### src/sv/sdf_sqrt.sv
`default_nettype none
// Pipelined restoring square root, one result bit per stage; the sideband rides along.
module sdf_sqrt #(
  parameter int RW = 32,
  parameter int SW = 1
) (
  input  wire logic            clk,
  input  wire logic            rst_n,
  input  wire logic            adv,
  input  wire logic            in_valid,
  input  wire logic [2*RW-1:0] in_rad,
  input  wire logic [SW-1:0]   in_side,
  output logic                 out_valid,
  output logic [RW-1:0]        out_root,
  output logic [SW-1:0]        out_side
);
  logic [2*RW-1:0] rem_r [RW+1];
  logic [RW-1:0]   root_r [RW+1];
  logic [SW-1:0]   side_r [RW+1];
  logic            vld_r [RW+1];

  always_comb begin
    rem_r[0]  = in_rad;
    root_r[0] = '0;
    side_r[0] = in_side;
    vld_r[0]  = in_valid;
  end

  for (genvar k = 0; k < RW; k++) begin : g_st
    localparam int SH = 2 * (RW - 1 - k);
    logic [2*RW+1:0] trial;
    logic [2*RW-1:0] hi;
    logic [2*RW-1:0] rem_nxt;
    logic [RW-1:0]   root_nxt;
    always_comb begin
      hi = rem_r[k] >> SH;
      trial = {2'b00, hi} - {{RW{1'b0}}, root_r[k], 2'b01};
      if (!trial[2*RW+1]) begin
        rem_nxt = rem_r[k] - ({root_r[k], 2'b01} << SH);
        root_nxt = {root_r[k][RW-2:0], 1'b1};
      end else begin
        rem_nxt = rem_r[k];
        root_nxt = {root_r[k][RW-2:0], 1'b0};
      end
    end
    always_ff @(posedge clk) begin
      if (!rst_n) begin
        vld_r[k+1] <= 1'b0;
      end else if (adv) begin
        vld_r[k+1] <= vld_r[k];
      end
      if (adv) begin
        rem_r[k+1]  <= rem_nxt;
        root_r[k+1] <= root_nxt;
        side_r[k+1] <= side_r[k];
      end
    end
  end

  assign out_valid = vld_r[RW];
  assign out_root  = root_r[RW];
  assign out_side  = side_r[RW];
endmodule
`default_nettype wire

### config.mk
export PLATFORM = sky130hd
export DESIGN_NAME = sdf_sqrt
export DESIGN_NICKNAME = d
export VERILOG_FILES = /design/src/sv/sdf_sqrt.sv
export SDC_FILE = /design/constraint.sdc
export NUM_CORES = 2
export LEC_CHECK = 0
export BUFFER_PORTS_ARGS = -buffer_cell sky130_fd_sc_hd__buf_2
export CAP_MARGIN = 0
export CORE_MARGIN = 1
export CORE_UTILIZATION = 65
export DETAILED_ROUTE_END_ITERATION = 12
export GPL_TIMING_DRIVEN = 0
export PLACE_DENSITY = 0.9
export SETUP_SLACK_MARGIN = 0.05
export SLEW_MARGIN = 20
export SYNTH_ARGS = -nofsm -noshare
export SYNTH_HDL_FRONTEND = slang
export SYNTH_SLANG_ARGS = --single-unit
### constraint.sdc
create_clock -name clk -period 9.4 [get_ports clk]
set_input_delay 0.94 -clock clk [delete_from_list [all_inputs] [get_ports clk]]
set_output_delay 0.94 -clock clk [all_outputs]
set_load 0.005 [all_outputs]
* After elaboration in Yosys (flattened, before gate mapping) *
Cells that the tools add are included.

word-level totals
  flip-flop bits (word level) = 2576
  logic and storage cells = 253

operators by class
  add/subtract/negate cells = 63
  mux-type cells = 63

operator list
  operator                                        number
  64-bit 2-to-1 mux                               31
  64-bit by 33-bit subtractor with 65-bit output  1
  64-bit by 34-bit subtractor with 64-bit output  1
  64-bit by 35-bit subtractor with 64-bit output  1
  64-bit by 36-bit subtractor with 64-bit output  1
  64-bit by 37-bit subtractor with 64-bit output  1
  64-bit by 38-bit subtractor with 64-bit output  1
  64-bit by 39-bit subtractor with 64-bit output  1
  64-bit by 40-bit subtractor with 64-bit output  1
  64-bit by 41-bit subtractor with 64-bit output  1
  64-bit by 42-bit subtractor with 64-bit output  1
  64-bit by 43-bit subtractor with 64-bit output  1
  64-bit by 44-bit subtractor with 64-bit output  1
  64-bit by 45-bit subtractor with 64-bit output  1
  64-bit by 46-bit subtractor with 64-bit output  1
  64-bit by 47-bit subtractor with 64-bit output  1
  64-bit by 48-bit subtractor with 64-bit output  1
  64-bit by 49-bit subtractor with 64-bit output  1
  64-bit by 50-bit subtractor with 64-bit output  1
  64-bit by 51-bit subtractor with 64-bit output  1
  64-bit by 52-bit subtractor with 64-bit output  1
  64-bit by 53-bit subtractor with 64-bit output  1
  64-bit by 54-bit subtractor with 64-bit output  1
  64-bit by 55-bit subtractor with 64-bit output  1
  other kinds (41)                                72

* Logic depth before layout (Yosys ltp) *
  depth after elaboration = 2
  depth in mapped cells = 15

* Worst setup path after synthesis *
OpenSTA, ideal clock, no wires.

  kind = register -> register
  start = register rem_r (netlist bit g_st[27].hi[35])
  end = register rem_r (netlist bit g_st[28].hi[52]), data pin
  data arrival time = 3216 ps
  required time = 9129 ps
  path slack = 5913 ps
  stages on the path, launching flop included = 13
  buffers on the path = 2
  path through = edfxtp_1 or4_4 or3_4 or4b_1 or4_1 nor4_1 o21a_1 buf_4 inv_2 buf_6 nand4_4 nor4_1 xor2_1

on the way
  word-level cells in the longest chain between the ends = 2

ends and longest elaborated chain
  item                                                                                                              RTL line  RTL
  start, declared                                                                                                   17        logic [2*RW-1:0] rem_r [RW+1];
  start signal, assigned by index                                                                                   53        rem_r[k+1] <= rem_nxt;
  64-bit by 37-bit subtractor with 64-bit output or 56-bit by 29-bit subtractor with 57-bit output (tied branches)  39, 37
  64-bit 2-to-1 mux (*)                                                                                             38        if (!trial[2*RW+1]) begin
  net g_st[27].rem_nxt[58]                                                                                          33        logic [2*RW-1:0] rem_nxt;

Mark *: on every way through the listed nets, which the timed path passes. The rest lies on a longest branch.
A chain may end at the register's enable or synchronous reset.

* Final worst setup path *
  start = register rem_r (netlist bit g_st[30].hi[16])
  end = register rem_r (netlist bit g_st[31].hi[8]), data pin

on the way
  word-level cells in the longest chain between the ends = 2

ends and longest elaborated chain
  item                                            RTL line  RTL
  62-bit by 32-bit subtractor with 63-bit output  37        trial = {2'b00, hi} - {{RW{1'b0}}, root_r[k], 2'b01};
  64-bit 2-to-1 mux                               38
  net g_st[30].rem_nxt[8]                         33

The timed path passes the listed nets, and every way through them passes these cells.

==> impl_metrics.py <==
metrics = {
    "job": {
        "drv_cap": 0,
    },
    "layout": {
        "area_growth_pct": 10.73,
        "nFillCells": 11580,
        "final_cell_count_no_fill": 12420,
        "nNetsFinal": 10360,
        "multi_input_area_um2": 39560,
        "drive_above_1_share": 0.07060,
        "layout_commonest_cell": "edfxtp_1",
        "fin_area_um2": 132800,
        "final_cell_mix": "edfxtp_1, inv_1, nand2_1",
        "register_area_um2": 77030,
    },
    "pwr": {
        "p_sw_uw": 9542,
        "power_uw": 32940,
        "ir_worst_vdd_mv": 0.2721,
        "clock_power_share": 0.319,
        "pwr-share-comb": 0.210,
        "power_density_nw_per_um2": 247.9,
        "power_switching_share": 0.2897,
        "p_leak_uw": 0.05018,
        "p_int_uw": 23390,
        "p_seq_frac": 0.471,
    },
    "clock_network": {
        "cts_repair_resize_count": 0,
        "root_buffer": "clkbuf_16",
        "cts.sinks": 2576,
        "cts_max_level": 5,
        "path_clk_slew_ns": 0.06,
        "cts_setup_buffers": 0,
        "cts_buffer_depth": 4,
        "cts_tree": "built",
        "ctsHoldBuffers": 0,
        "numCtsBuffers": 279,
        "worstSkewPairLatency_ns": 0.93,
    },
    "sta": {
        "final_hold_viol_count": 0,
        "finalSetupViolations": 0,
        "rsz0062_at_grt": "no",
        "setup_tns_ns": 0,
        "period_needed_ns": 5.480,
        "fin_worst_skew_ns": 0.05261,
        "max_freq_ghz": 0.1825,
        "timing.final.crit_share": 0.5830,
        "slew_headroom": 0.2955,
        "worst_pin_slew_ns": 1.048,
        "slew_viol_final": 0,
    },
    "floorplan": {
        "start_util": 0.6546,
        "die_y_um": 431.6,
        "die_w_um": 431.6,
        "io_pins": 103,
        "fp.coreArea_um2": 183300,
        "die_area_um2": 186300,
        "fp-row-count": 157,
    },
    "synth": {
        "post_synth_instance_area_um2": 120000,
        "ys_types": 96,
        "syn_nets": 9952,
        "ys_seq_area_frac": 0.6421,
        "yosysWarnings": 0,
        "synth.avg_cell_area_um2": 12.82,
        "synth_cells": 9357,
        "synthArstFlopShare": 0,
        "synth-seq-cells": 2576,
        "synth_edf_count": 2544,
        "synth-main-ff-cell": "edfxtp_1",
    },
    "placement": {
        "place_area_um2": 124100,
        "place_hpwl_um": 181600,
        "dp_cells": 11940,
        "routabilityCongestion": 0.9768,
        "portBuffers": 102,
    },
    "worst_setup_path": {
        "worstPathMaxFanout": 10,
        "start_kind": "register",
        "endpoint_kind": "register",
        "critPathArrivalTime_ns": 6.05,
        "worstPathRequired_ns": 9.97,
        "critical_path_class": "reg2reg",
    },
    "global_routing": {
        "grt-ovfl-total": 0,
        "grtUsageTotal": 0.2773,
        "grt_pass1_vias": 76100,
        "grt_pass1_wl_um": 407800,
        "grt_max_degree": 159,
        "antenna_found_initial": 2,
    },
    "route": {
        "wl_per_cell_um": 21.01,
        "vias": 76630,
        "drtIter0Drc": 7575,
        "drtAntennaViolNets": 0,
        "drc": 2,
        "wl_um": 261000,
        "first_pass_iters": 10,
        "drt-vias-per-instance": 6.169,
    },
    "min_path": {
        "hp-class": "in2reg",
    },
    "status": {
        "outcome": "complete, but fails checks",
        "violations": "DRC",
    },
}
==> Yosys cell counts (all sizes together) (10+ instances only) <==
master | number | area, µm²
a2111oi | 20 | 182.7
a211o | 19 | 166.4
a211oi | 65 | 500.5
a21boi | 20 | 150.1
a21o | 208 | 1562
a21oi | 542 | 2713
a31o | 16 | 140.1
a31oi | 59 | 369.1
and2 | 45 | 281.5
and3 | 38 | 237.7
and4 | 10 | 87.58
buf | 32 | 175.2
clkbuf | 171 | 641.9
dfxtp | 32 | 640.6
edfxtp | 2544 | 76390
ha | 526 | 6581
inv | 691 | 2596
mux2 | 72 | 810.8
mux2i | 36 | 360.4
nand2 | 680 | 2552
nand2b | 121 | 757.0
nand3 | 139 | 700.7
nand3b | 25 | 187.7
nand4 | 81 | 521.8
nor2 | 563 | 2113
nor2b | 108 | 675.7
nor3 | 233 | 1166
nor3b | 24 | 180.2
nor4 | 143 | 915.9
nor4b | 22 | 192.7
o2111ai | 18 | 157.7
o211ai | 38 | 295.3
o21a | 115 | 863.3
o21ai | 546 | 2733
o21bai | 43 | 322.8
o31a | 16 | 140.1
o31ai | 62 | 465.5
o41ai | 14 | 130.1
or2 | 47 | 294.0
or3 | 101 | 636.9
or4 | 74 | 566.8
xnor2 | 416 | 3643
xor2 | 441 | 3862
==> registers in the layout, indices dropped and copies added, names as in the netlist <==
register	flops
g_st.hi	1054
out_root	32
out_side	1
out_valid	1
rem_r	930
root_r	496
side_r	31
vld_r	31
==> path summary, 6_finish.rpt <==
| kind | start | end | slack [ns] | cells past startpoint |
|---|---|---|---|---|
| max | g_st[30].hi[16]$_DFFE_PP_ | g_st[31].hi[8]$_DFFE_PP_ | 3.92 | 12 |
| min | in_rad[46] | rem_r[2030]$_DFFE_PP_ | 0.18 | 1 |
| max reg2reg | g_st[30].hi[16]$_DFFE_PP_ | g_st[31].hi[8]$_DFFE_PP_ | 3.92 | 12 |
| min reg2reg | rem_r[1480]$_DFFE_PP_ | rem_r[1416]$_DFFE_PP_ | 0.39 | 0 |
==> critical path: stages, from the launching register on <==
cell,delay [ns]
edfxtp_1,0.41
ha_1,0.30
clkbuf_1,0.30
nand4_1,0.23
nor3_1,0.35
nand2_1,0.16
a211oi_1,0.75
nor3b_1,0.17
o21ai_0,0.46
clkbuf_1,0.51
clkbuf_1,0.63
clkbuf_1,0.63
a21oi_1,0.22
==> cells by family (layout without fill, tap and decap cells) <==
kind of cell,after synthesis,after routing,synth area share
AOI/OAI and AO/OA,1913,1913,0.09935
xor gates and xnor gates,857,857,0.06257
adders and majority gates,526,526,0.05486
buffers and inverters,895,1496,0.02848
DFF,2576,2576,0.6421
muxes,108,108,0.009762
other,0,1,0
and+or+nand+nor,2482,2482,0.1029
==> stage by stage <==
stage | utilization | hold WS (ns) | setup WS [ns]
final | 0.7248 | 0.1821 | 3.920
after global placement | 0.6742 | 0.4002 | -30.39
after detailed placement | 0.6773 | 0.4045 | 4.023
after floorplan | - | 0.4003 | 5.913
after CTS | 0.7247 | 0.1251 | 3.988
after global routing | 0.7248 | 0.1391 | 3.780
==> layer usage <==
layer / global-route usage / vias up / part of all wire
met5: 0 / - / 0
met3: 0.03880 / 841 / 0.057
met2: 0.4938 / 3202 / 0.51
li1: - / 35520 / -
met1: 0.3301 / 37070 / 0.38
met4: 0.1363 / 0 / 0.051
==> area by class of cell <==
cell class,count,area share
Antenna cell,1,0.00001884
Buffer,203,0.006150
Clock buffer,330,0.05480
Clock inverter,148,0.01054
Inverter,692,0.01957
Multi-Input combinational cell,5886,0.2978
Sequential cell,2576,0.5799
Tap cell,2464,0.02321
Timing Repair Buffer,123,0.007987
==> power groups by stage <==
stage	sequential (µW)	clock, µW	combinational (µW)
floorplan	15300	0	4990
global placement	16500	0	6440
detailed placement	15700	0	6700
CTS	15500	10700	6800
global route	15600	11100	7600
finish	15500	10500	6910
(Power assumes the default switching activity.)
